==> src/rtl/sps_pkg.sv <==
// ----------------------------------------------------------------------------
// sps_pkg
// Shared types, command codes and coil tables for the stepper phase sequencer.
// ----------------------------------------------------------------------------
package sps_pkg;

    typedef enum logic [1:0] {
        MODE_CW   = 2'd0,
        MODE_CCW  = 2'd1,
        MODE_STOP = 2'd2,
        MODE_RSVD = 2'd3
    } mode_t;

    localparam int unsigned HOLD_BASE = 10;
    localparam int unsigned HOLD_SPAN = 990;
    localparam int unsigned HOLD_DIV  = 260100;

    typedef logic [8:0] hold_t;
    typedef logic [3:0] coil_t;
    typedef logic [2:0] step_t;

    typedef struct packed {
        logic  stop;
        logic  ccw;
        hold_t hold;
    } sps_cmd_t;

    typedef hold_t hold_lut_t [256];
    typedef coil_t full_tab_t [4];
    typedef coil_t half_tab_t [8];

    localparam full_tab_t FULL_TABLE = '{4'h1, 4'h2, 4'h4, 4'h8};
    localparam half_tab_t HALF_TABLE = '{4'h1, 4'h3, 4'h2, 4'h6, 4'h4, 4'hC, 4'h8, 4'h9};

    localparam step_t FULL_LAST_STEP = 3'd3;
    localparam step_t HALF_LAST_STEP = 3'd7;

    function automatic hold_lut_t build_hold_lut();
        hold_lut_t   lut;
        int unsigned prod;
        for (int i = 0; i < 256; i++) begin
            prod   = i * i * HOLD_SPAN;
            lut[i] = hold_t'(HOLD_BASE + prod / HOLD_DIV);
        end
        return lut;
    endfunction

    localparam hold_lut_t HOLD_LUT = build_hold_lut();

endpackage

==> src/rtl/sps_front.sv <==
// ----------------------------------------------------------------------------
// sps_front
// Accepts commands, classifies them and looks up the per-pattern hold time.
// ----------------------------------------------------------------------------
module sps_front
    import sps_pkg::*;
(
    input  logic     aclk,
    input  logic     aresetn,
    input  logic     s_valid,
    output logic     s_ready,
    input  logic [1:0] s_mode,
    input  logic [7:0] s_speed,
    output logic     cmd_valid,
    input  logic     cmd_ready,
    output sps_cmd_t cmd
);

    logic     valid_reg;
    logic     valid_next;
    sps_cmd_t cmd_reg;
    sps_cmd_t cmd_next;
    mode_t    mode;
    logic     take;

    assign mode    = mode_t'(s_mode);
    assign s_ready = !valid_reg || cmd_ready;
    assign take    = s_valid && s_ready;

    always_comb begin
        valid_next = valid_reg;
        if (take) begin
            valid_next = 1'b1;
        end else if (cmd_ready) begin
            valid_next = 1'b0;
        end
    end

    always_comb begin
        cmd_next = cmd_reg;
        if (take) begin
            unique case (mode)
                MODE_CW: begin
                    cmd_next.stop = 1'b0;
                    cmd_next.ccw  = 1'b0;
                    cmd_next.hold = HOLD_LUT[s_speed];
                end
                MODE_CCW: begin
                    cmd_next.stop = 1'b0;
                    cmd_next.ccw  = 1'b1;
                    cmd_next.hold = HOLD_LUT[s_speed];
                end
                default: begin
                    cmd_next.stop = 1'b1;
                    cmd_next.ccw  = 1'b0;
                    cmd_next.hold = '0;
                end
            endcase
        end
    end

    always_ff @(posedge aclk) begin
        if (!aresetn) begin
            valid_reg <= 1'b0;
        end else begin
            valid_reg <= valid_next;
        end
        cmd_reg <= cmd_next;
    end

    assign cmd_valid = valid_reg;
    assign cmd       = cmd_reg;

endmodule

==> src/rtl/sps_queue.sv <==
// ----------------------------------------------------------------------------
// sps_queue
// Two-entry command queue between the front and back parts.
// ----------------------------------------------------------------------------
module sps_queue
    import sps_pkg::*;
(
    input  logic     aclk,
    input  logic     aresetn,
    input  logic     in_valid,
    output logic     in_ready,
    input  sps_cmd_t in_cmd,
    output logic     out_valid,
    input  logic     out_ready,
    output sps_cmd_t out_cmd
);

    sps_cmd_t   entry_reg [2];
    logic       wr_ptr_reg;
    logic       rd_ptr_reg;
    logic [1:0] count_reg;
    logic [1:0] count_next;
    logic       push;
    logic       pop;

    assign in_ready  = count_reg != 2'd2;
    assign out_valid = count_reg != 2'd0;
    assign out_cmd   = entry_reg[rd_ptr_reg];
    assign push      = in_valid && in_ready;
    assign pop       = out_valid && out_ready;

    always_comb begin
        count_next = count_reg;
        if (push && !pop) begin
            count_next = count_reg + 2'd1;
        end else if (pop && !push) begin
            count_next = count_reg - 2'd1;
        end
    end

    always_ff @(posedge aclk) begin
        if (!aresetn) begin
            wr_ptr_reg <= 1'b0;
            rd_ptr_reg <= 1'b0;
            count_reg  <= '0;
        end else begin
            count_reg <= count_next;
            if (push) begin
                wr_ptr_reg <= !wr_ptr_reg;
            end
            if (pop) begin
                rd_ptr_reg <= !rd_ptr_reg;
            end
        end
        if (push) begin
            entry_reg[wr_ptr_reg] <= in_cmd;
        end
    end

endmodule

==> src/rtl/sps_back.sv <==
// ----------------------------------------------------------------------------
// sps_back
// Walks the queued command's coil table, one pattern per cycle unless stalled.
// ----------------------------------------------------------------------------
module sps_back
    import sps_pkg::*;
(
    input  logic       aclk,
    input  logic       aresetn,
    input  logic       half_step_mode,
    input  logic       cmd_valid,
    output logic       cmd_ready,
    input  sps_cmd_t   cmd,
    output logic       m_valid,
    input  logic       m_ready,
    output logic [3:0] m_coil_pattern,
    output logic [8:0] m_hold_ms,
    output logic       m_last
);

    step_t step_reg;
    step_t step_next;
    step_t last_step;
    step_t idx;
    logic  out_load;
    logic  emit;
    logic  final_pat;
    logic  valid_reg;
    coil_t coil_reg;
    coil_t coil_next;
    hold_t hold_reg;
    hold_t hold_next;
    logic  last_reg;
    logic  last_next;

    assign last_step = half_step_mode ? HALF_LAST_STEP : FULL_LAST_STEP;
    assign idx       = cmd.ccw ? (last_step - step_reg) : step_reg;
    assign out_load  = !valid_reg || m_ready;
    assign emit      = cmd_valid && out_load;
    assign final_pat = cmd.stop || (step_reg == last_step);
    assign cmd_ready = emit && final_pat;

    always_comb begin
        step_next = step_reg;
        if (emit) begin
            step_next = final_pat ? '0 : step_reg + 3'd1;
        end
    end

    always_comb begin
        coil_next = coil_reg;
        hold_next = hold_reg;
        last_next = last_reg;
        if (emit) begin
            last_next = final_pat;
            if (cmd.stop) begin
                coil_next = '0;
                hold_next = '0;
            end else begin
                coil_next = half_step_mode ? HALF_TABLE[idx] : FULL_TABLE[idx[1:0]];
                hold_next = cmd.hold;
            end
        end
    end

    always_ff @(posedge aclk) begin
        if (!aresetn) begin
            valid_reg <= 1'b0;
            step_reg  <= '0;
        end else begin
            step_reg <= step_next;
            if (out_load) begin
                valid_reg <= cmd_valid;
            end
        end
        coil_reg <= coil_next;
        hold_reg <= hold_next;
        last_reg <= last_next;
    end

    assign m_valid        = valid_reg;
    assign m_coil_pattern = coil_reg;
    assign m_hold_ms      = hold_reg;
    assign m_last         = last_reg;

    a_step_bound: assert property (@(posedge aclk) disable iff (!aresetn)
        step_reg <= last_step)
        else $error("step index past end of table");

    a_pop_rewinds: assert property (@(posedge aclk) disable iff (!aresetn)
        cmd_ready |=> step_reg == '0)
        else $error("step index not rewound after command");

    a_stop_shape: assert property (@(posedge aclk) disable iff (!aresetn)
        valid_reg && coil_reg == '0 |-> hold_reg == '0 && last_reg)
        else $error("all-off pattern with hold or without last");

endmodule

==> src/rtl/stepper_phase_sequencer_unit.sv <==
// ----------------------------------------------------------------------------
// stepper_phase_sequencer_unit
// Turns rotate and stop commands into coil patterns with hold times.
//
//   channel | ports                          | direction
//   --------+--------------------------------+----------
//   command | s_valid s_ready s_mode s_speed | in
//   pattern | m_valid m_ready m_coil_pattern | out
//           | m_hold_ms m_last               |
//   config  | cfg_valid cfg_ready cfg_data   | in
//
// A rotate command yields 4 patterns (full step) or 8 (half step), one per
// cycle from the pattern sequencer while m_ready is high; stop yields 1.
// The first pattern passes the front register, the queue and the output
// register. A two-entry queue lets commands enter while the sequencer runs.
// aresetn is synchronous and clears all valid flags and the step mode.
// m_ready low holds the output and backs up the queue, then s_ready.
// ----------------------------------------------------------------------------
module stepper_phase_sequencer_unit
    import sps_pkg::*;
(
    input  logic       aclk,
    input  logic       aresetn,
    input  logic       s_valid,
    output logic       s_ready,
    input  logic [1:0] s_mode,
    input  logic [7:0] s_speed,
    output logic       m_valid,
    input  logic       m_ready,
    output logic [3:0] m_coil_pattern,
    output logic [8:0] m_hold_ms,
    output logic       m_last,
    input  logic       cfg_valid,
    output logic       cfg_ready,
    input  logic       cfg_data
);

    logic     half_step_reg;
    logic     fr_valid;
    logic     fr_ready;
    sps_cmd_t fr_cmd;
    logic     q_valid;
    logic     q_ready;
    sps_cmd_t q_cmd;

    assign cfg_ready = 1'b1;

    always_ff @(posedge aclk) begin
        if (!aresetn) begin
            half_step_reg <= 1'b0;
        end else if (cfg_valid && cfg_ready) begin
            half_step_reg <= cfg_data;
        end
    end

    sps_front u_front (
        .aclk      (aclk),
        .aresetn   (aresetn),
        .s_valid   (s_valid),
        .s_ready   (s_ready),
        .s_mode    (s_mode),
        .s_speed   (s_speed),
        .cmd_valid (fr_valid),
        .cmd_ready (fr_ready),
        .cmd       (fr_cmd)
    );

    sps_queue u_queue (
        .aclk      (aclk),
        .aresetn   (aresetn),
        .in_valid  (fr_valid),
        .in_ready  (fr_ready),
        .in_cmd    (fr_cmd),
        .out_valid (q_valid),
        .out_ready (q_ready),
        .out_cmd   (q_cmd)
    );

    sps_back u_back (
        .aclk           (aclk),
        .aresetn        (aresetn),
        .half_step_mode (half_step_reg),
        .cmd_valid      (q_valid),
        .cmd_ready      (q_ready),
        .cmd            (q_cmd),
        .m_valid        (m_valid),
        .m_ready        (m_ready),
        .m_coil_pattern (m_coil_pattern),
        .m_hold_ms      (m_hold_ms),
        .m_last         (m_last)
    );

endmodule
==> config.mk <==
export PLATFORM = sky130hd
export DESIGN_NAME = stepper_phase_sequencer_unit
export DESIGN_NICKNAME = d
export VERILOG_FILES = /design/src/rtl/sps_pkg.sv /design/src/rtl/sps_front.sv /design/src/rtl/sps_queue.sv /design/src/rtl/sps_back.sv /design/src/rtl/stepper_phase_sequencer_unit.sv
export SDC_FILE = /design/constraint.sdc
export NUM_CORES = 1
export LEC_CHECK = 0
export ABC_CLOCK_PERIOD_IN_PS = 3200
export BUFFER_PORTS_ARGS = -buffer_cell sky130_fd_sc_hd__buf_4
export CAP_MARGIN = 0
export CORE_UTILIZATION = 45
export DETAILED_ROUTE_END_ITERATION = 10
export PLACE_DENSITY = 0.59
export SYNTH_ARGS = -nofsm -noshare
export SYNTH_HDL_FRONTEND = slang
export SYNTH_SLANG_ARGS = --single-unit
==> constraint.sdc <==
create_clock -name aclk -period 3.2 [get_ports aclk]
set_input_delay 0.32 -clock aclk [delete_from_list [all_inputs] [get_ports aclk]]
set_output_delay 0.32 -clock aclk [all_outputs]
set_load 0.01 [all_outputs]
==> impl_results.md <==
- Chip width: 96.6 µm
- Number of instances in the synthesized netlist: 432
- Fraction of the yosys area taken by sequential cells: 40.5%
- FILL cells: 808
- Number of hold-repair buffers added at the cts stage: 0
- RD Place Congestion: 0.878
- Arrival time of the worst setup path: 2.53 ns
- Largest cells by area after synthesis: sky130_fd_sc_hd__edfxtp_1 (35%), sky130_fd_sc_hd__dfxtp_1 (5.5%), sky130_fd_sc_hd__ha_1 (4.7%), sky130_fd_sc_hd__mux2i_1 (4.0%), sky130_fd_sc_hd__a21oi_1 (3.5%)
- # H-tree levels: 3
- Min cycle time layout: 2.28 ns
- Delay of the slowest critical-path stage: 0.49 ns
- Maximum number of buffers from clock root to sink: 2
- Worst slack on hold paths: 0.244 ns
- Pin count of the biggest net entering global routing: 39
- Total I/O pin count: 33
- Detailed-route DRC error count: 0
- Vias per cell: 6.07
- Drt total wl: 9800 µm
- Post-CTS Repair Setup Buffers: 0
- Cell accounting for the most synthesized area: sky130_fd_sc_hd__edfxtp_1
- Worst-path fanout max: 15
- GRT overflow: 0
- Clock transition at the register clock pins on the worst setup and hold paths after CTS: 0.07 ns
- Cell-by-cell listing of the critical path: buf_4, mux2_2, a31o_2, nand2_1, ha_1, or3_1, a21boi_0
- Number of flip-flops and latches in the synthesized netlist: 58
- Met1 Usage GRT: 27.7%
- Worst rel slew slack: 33.8%
- Net count reported at finish: 475
- Share of synthesized registers carrying an async set or reset: 0%
- Kind of capture point of the worst setup path: register
- Power density over the cells: 552 nW/µm²
- Dominant combinational cell family by area after synthesis: compound AO/OA/AOI/OAI gates
- CTS Root Buffer Type: sky130_fd_sc_hd__clkbuf_8
- Global Route met3 Usage: 3.76%
- Core area: 8680 µm²
- Port Buffer Count: 31
- Layer with the highest usage after global routing: met2
- Router iterations before antenna repair: 5
- Post-route antenna net violation count: 0
- First DRT Iteration DRCs: 279
- Combined area of the multi-input logic cells: 2170 µm²
- Wire length of the first global-routing pass: 15600 µm
- Antenna diode count: 0
- Portion of the clock cycle consumed by the worst path in the final layout: 71.2%
- Hold Vio Cnt, Final: 0
- Area taken by flip-flops and latches: 1630 µm²
- Full die area: 9330 µm²
- Netlist area before placement: 4030 µm²
- Count of standard-cell rows: 34
- Vias in the first global route: 3116
- Portion of synthesized cell area occupied by the leading cell type: 35.1%
- EDFF count, synth: 47
- Effective utilization at floorplan: 46.4%
- Share of synthesized area spent on multiplexers: 6.00%
- Unrepaired setup endpoints after global routing: false
- Worst min path class: input pin to register
- Number of different library cells in the post-synthesis netlist: 66
- Global-route met2 utilization: 36.0%
- Warnings, synthesis: 0
- Simple-gate area share of the yosys netlist: 19.9%
- Tightest Pin Transition: 0.989 ns
- Run status: finished, final reports clean
- Number of clock sinks: 58
- Detailed-route wire length per cell: 17.6 µm
- Post-Syn Nets: 463
- Worst-path cell with the longest stage delay: sky130_fd_sc_hd__mux2_2
- Final HPWL DP: 6870 µm
- Area growth from synthesis to final layout: 10.0%
- Flip-flop cell with the highest count after synthesis: sky130_fd_sc_hd__edfxtp_1
- Timing-limited maximum frequency: 439 MHz
- Final setup vio count: 0
- Max FFs per register: 22
- Count of vias placed by the detailed router: 3381
- Antenna violations before repair: 0
- XOR/XNOR share of the synthesized area: 1.74%
- Beginning of the worst hold path: cfg_data
- Synth Area in Adders: 4.66%
- Clock buffers created by TritonCTS: 9
- Syn avg cell area: 9.32 µm²
- Vert. Die Dim: 96.6 µm
- Worst skew pair latency: 0.33 ns
- Number of max-slew violations in the final report: 0
- Type of the worst setup path: register to register
- Clock Skew: 0.00854 ns
- Compound-cell area share of the yosys netlist: 21.5%
- Count of instances resized after the clock tree is built: 0
- Number of violations of the max-capacitance limit: 0
- Worst-case vdd ir drop: 0.000204 V
- Global router's overall resource usage: 22.2%
- Final setup TNS: 0 ns
- CP required: 3.45 ns
- CTS tree: done
- Leakage component of the power: 1.63 nW
- Crit start category: register
- Layout cell share with drive strength beyond 1: 14.9%
-- area by class of cell --
| cell class | count | area share (%) |
|---|---|---|
| sequential | 58 | 36.8 |
| clock inverter | 7 | 1.04 |
| inverter | 13 | 1.10 |
| tap | 108 | 3.05 |
| timing repair buffer | 37 | 6.27 |
| clock buffer | 9 | 2.80 |
| multi-input combinational | 325 | 48.9 |
-- metal layers --
metal  up-vias  wire, µm
li1       1636         -
met1      1566      4250
met2       151      4630
met3        28       606
met4         0       321
met5         -         0
-- metrics by stage --
stage / instance area, µm² / cells / power (mW) / utilization [%] / setup WS (ns)
floorplan: 4030 / 432 / 1.63 / - / 0.888
global placement: 4260 / 541 / 1.88 / 49.1 / 0.692
detailed placement: 4260 / 541 / 1.89 / 49.1 / 0.649
CTS: 4430 / 557 / 2.47 / 51.1 / 0.907
global route: 4430 / 557 / 2.61 / 51.1 / 0.799
finish: 4430 / 557 / 2.44 / 51.1 / 0.923
-- cells in the mapped netlist, types with 4 or more instances --
cell                       count
sky130_fd_sc_hd__a211o_1       4
sky130_fd_sc_hd__a211oi_1     11
sky130_fd_sc_hd__a21oi_1      28
sky130_fd_sc_hd__a311oi_1      5
sky130_fd_sc_hd__a31oi_1       4
sky130_fd_sc_hd__and2_1       10
sky130_fd_sc_hd__buf_1         4
sky130_fd_sc_hd__buf_2        17
sky130_fd_sc_hd__buf_4         6
sky130_fd_sc_hd__clkbuf_1      9
sky130_fd_sc_hd__dfxtp_1      11
sky130_fd_sc_hd__edfxtp_1     47
sky130_fd_sc_hd__ha_1         15
sky130_fd_sc_hd__inv_1         8
sky130_fd_sc_hd__mux2i_1      16
sky130_fd_sc_hd__nand2_1      24
sky130_fd_sc_hd__nand2b_1     13
sky130_fd_sc_hd__nand3_1      10
sky130_fd_sc_hd__nand3b_1      5
sky130_fd_sc_hd__nor2_1       37
sky130_fd_sc_hd__nor2b_1      17
sky130_fd_sc_hd__nor3_1       16
sky130_fd_sc_hd__nor4_1        5
sky130_fd_sc_hd__o211ai_1      4
sky130_fd_sc_hd__o21a_1        5
sky130_fd_sc_hd__o21ai_0      16
sky130_fd_sc_hd__o21ai_1       7
sky130_fd_sc_hd__o22ai_1       5
sky130_fd_sc_hd__xnor2_1       5
-- critical path, delay by kind of cell (launching register included) --
kind	cells	cell delay [ns]
AO/OA/AOI/OAI	2	0.45
flip-flops	1	0.31
multiplexers	1	0.49
AND/OR/NAND/NOR	2	0.48
buffers and inverters	1	0.22
adder cells (fa/ha/maj)	1	0.27
-- layout by cell type (no fill, tap or decap), types with 3 or more instances in the layout --
cell and count:
sky130_fd_sc_hd__o211ai_1 4, sky130_fd_sc_hd__dfxtp_1 11, sky130_fd_sc_hd__clkinv_1 3, sky130_fd_sc_hd__nor4_1 5
sky130_fd_sc_hd__or2_1 3, sky130_fd_sc_hd__nor3_1 16, sky130_fd_sc_hd__nand3_1 10, sky130_fd_sc_hd__xor2_1 3
sky130_fd_sc_hd__a21oi_1 28, sky130_fd_sc_hd__a211o_1 4, sky130_fd_sc_hd__nor2_1 37, sky130_fd_sc_hd__o21ai_0 16
sky130_fd_sc_hd__inv_2 3, sky130_fd_sc_hd__o21a_1 5, sky130_fd_sc_hd__o32ai_1 3, sky130_fd_sc_hd__o22ai_1 5
sky130_fd_sc_hd__inv_1 8, sky130_fd_sc_hd__a2111oi_0 3, sky130_fd_sc_hd__nand2_1 24, sky130_fd_sc_hd__a21boi_0 3
sky130_fd_sc_hd__clkbuf_8 9, sky130_fd_sc_hd__a31oi_1 4, sky130_fd_sc_hd__o21ai_1 7, sky130_fd_sc_hd__xnor2_1 5
sky130_fd_sc_hd__ha_1 15, sky130_fd_sc_hd__edfxtp_1 47, sky130_fd_sc_hd__a311oi_1 5, sky130_fd_sc_hd__a211oi_1 11
sky130_fd_sc_hd__nand3b_1 5, sky130_fd_sc_hd__o221ai_1 3, sky130_fd_sc_hd__nand2b_1 13, sky130_fd_sc_hd__a21o_1 3
sky130_fd_sc_hd__mux2i_1 16, sky130_fd_sc_hd__buf_4 37, sky130_fd_sc_hd__o2111ai_1 3, sky130_fd_sc_hd__and2_1 10
sky130_fd_sc_hd__nor2b_1 17, sky130_fd_sc_hd__or3_1 3
-- report_power, final --
| part | internal, mW | leakage [nW] | switching (mW) |
|---|---|---|---|
| sequential | 1.01 | 0.540 | 0.0666 |
| combinational | 0.348 | 1.00 | 0.452 |
| clock | 0.277 | 0.0826 | 0.295 |
| total | 1.63 | 1.63 | 0.813 |
-- cells by family after synthesis --
kind of cell,Yosys count
flops,58
mux,21
other cells,1
buf+inv,49
fa+ha+maj,15
simple gates,154
compound gates,126
xor+xnor,8
-- final timing paths --
kind	slack (ns)	endpoint	depth (start not counted)
setup / recovery	0.92	u_queue.count_reg[1]$_SDFFE_PN0P_	7
hold reg to reg	0.44	u_queue.entry_reg[0][9]$_DFFE_PP_	0
hold / removal	0.24	half_step_reg$_SDFFE_PN0P_	3
setup reg to reg	0.92	u_queue.count_reg[1]$_SDFFE_PN0P_	7
Note: power is estimated with default switching activity, not from simulation.
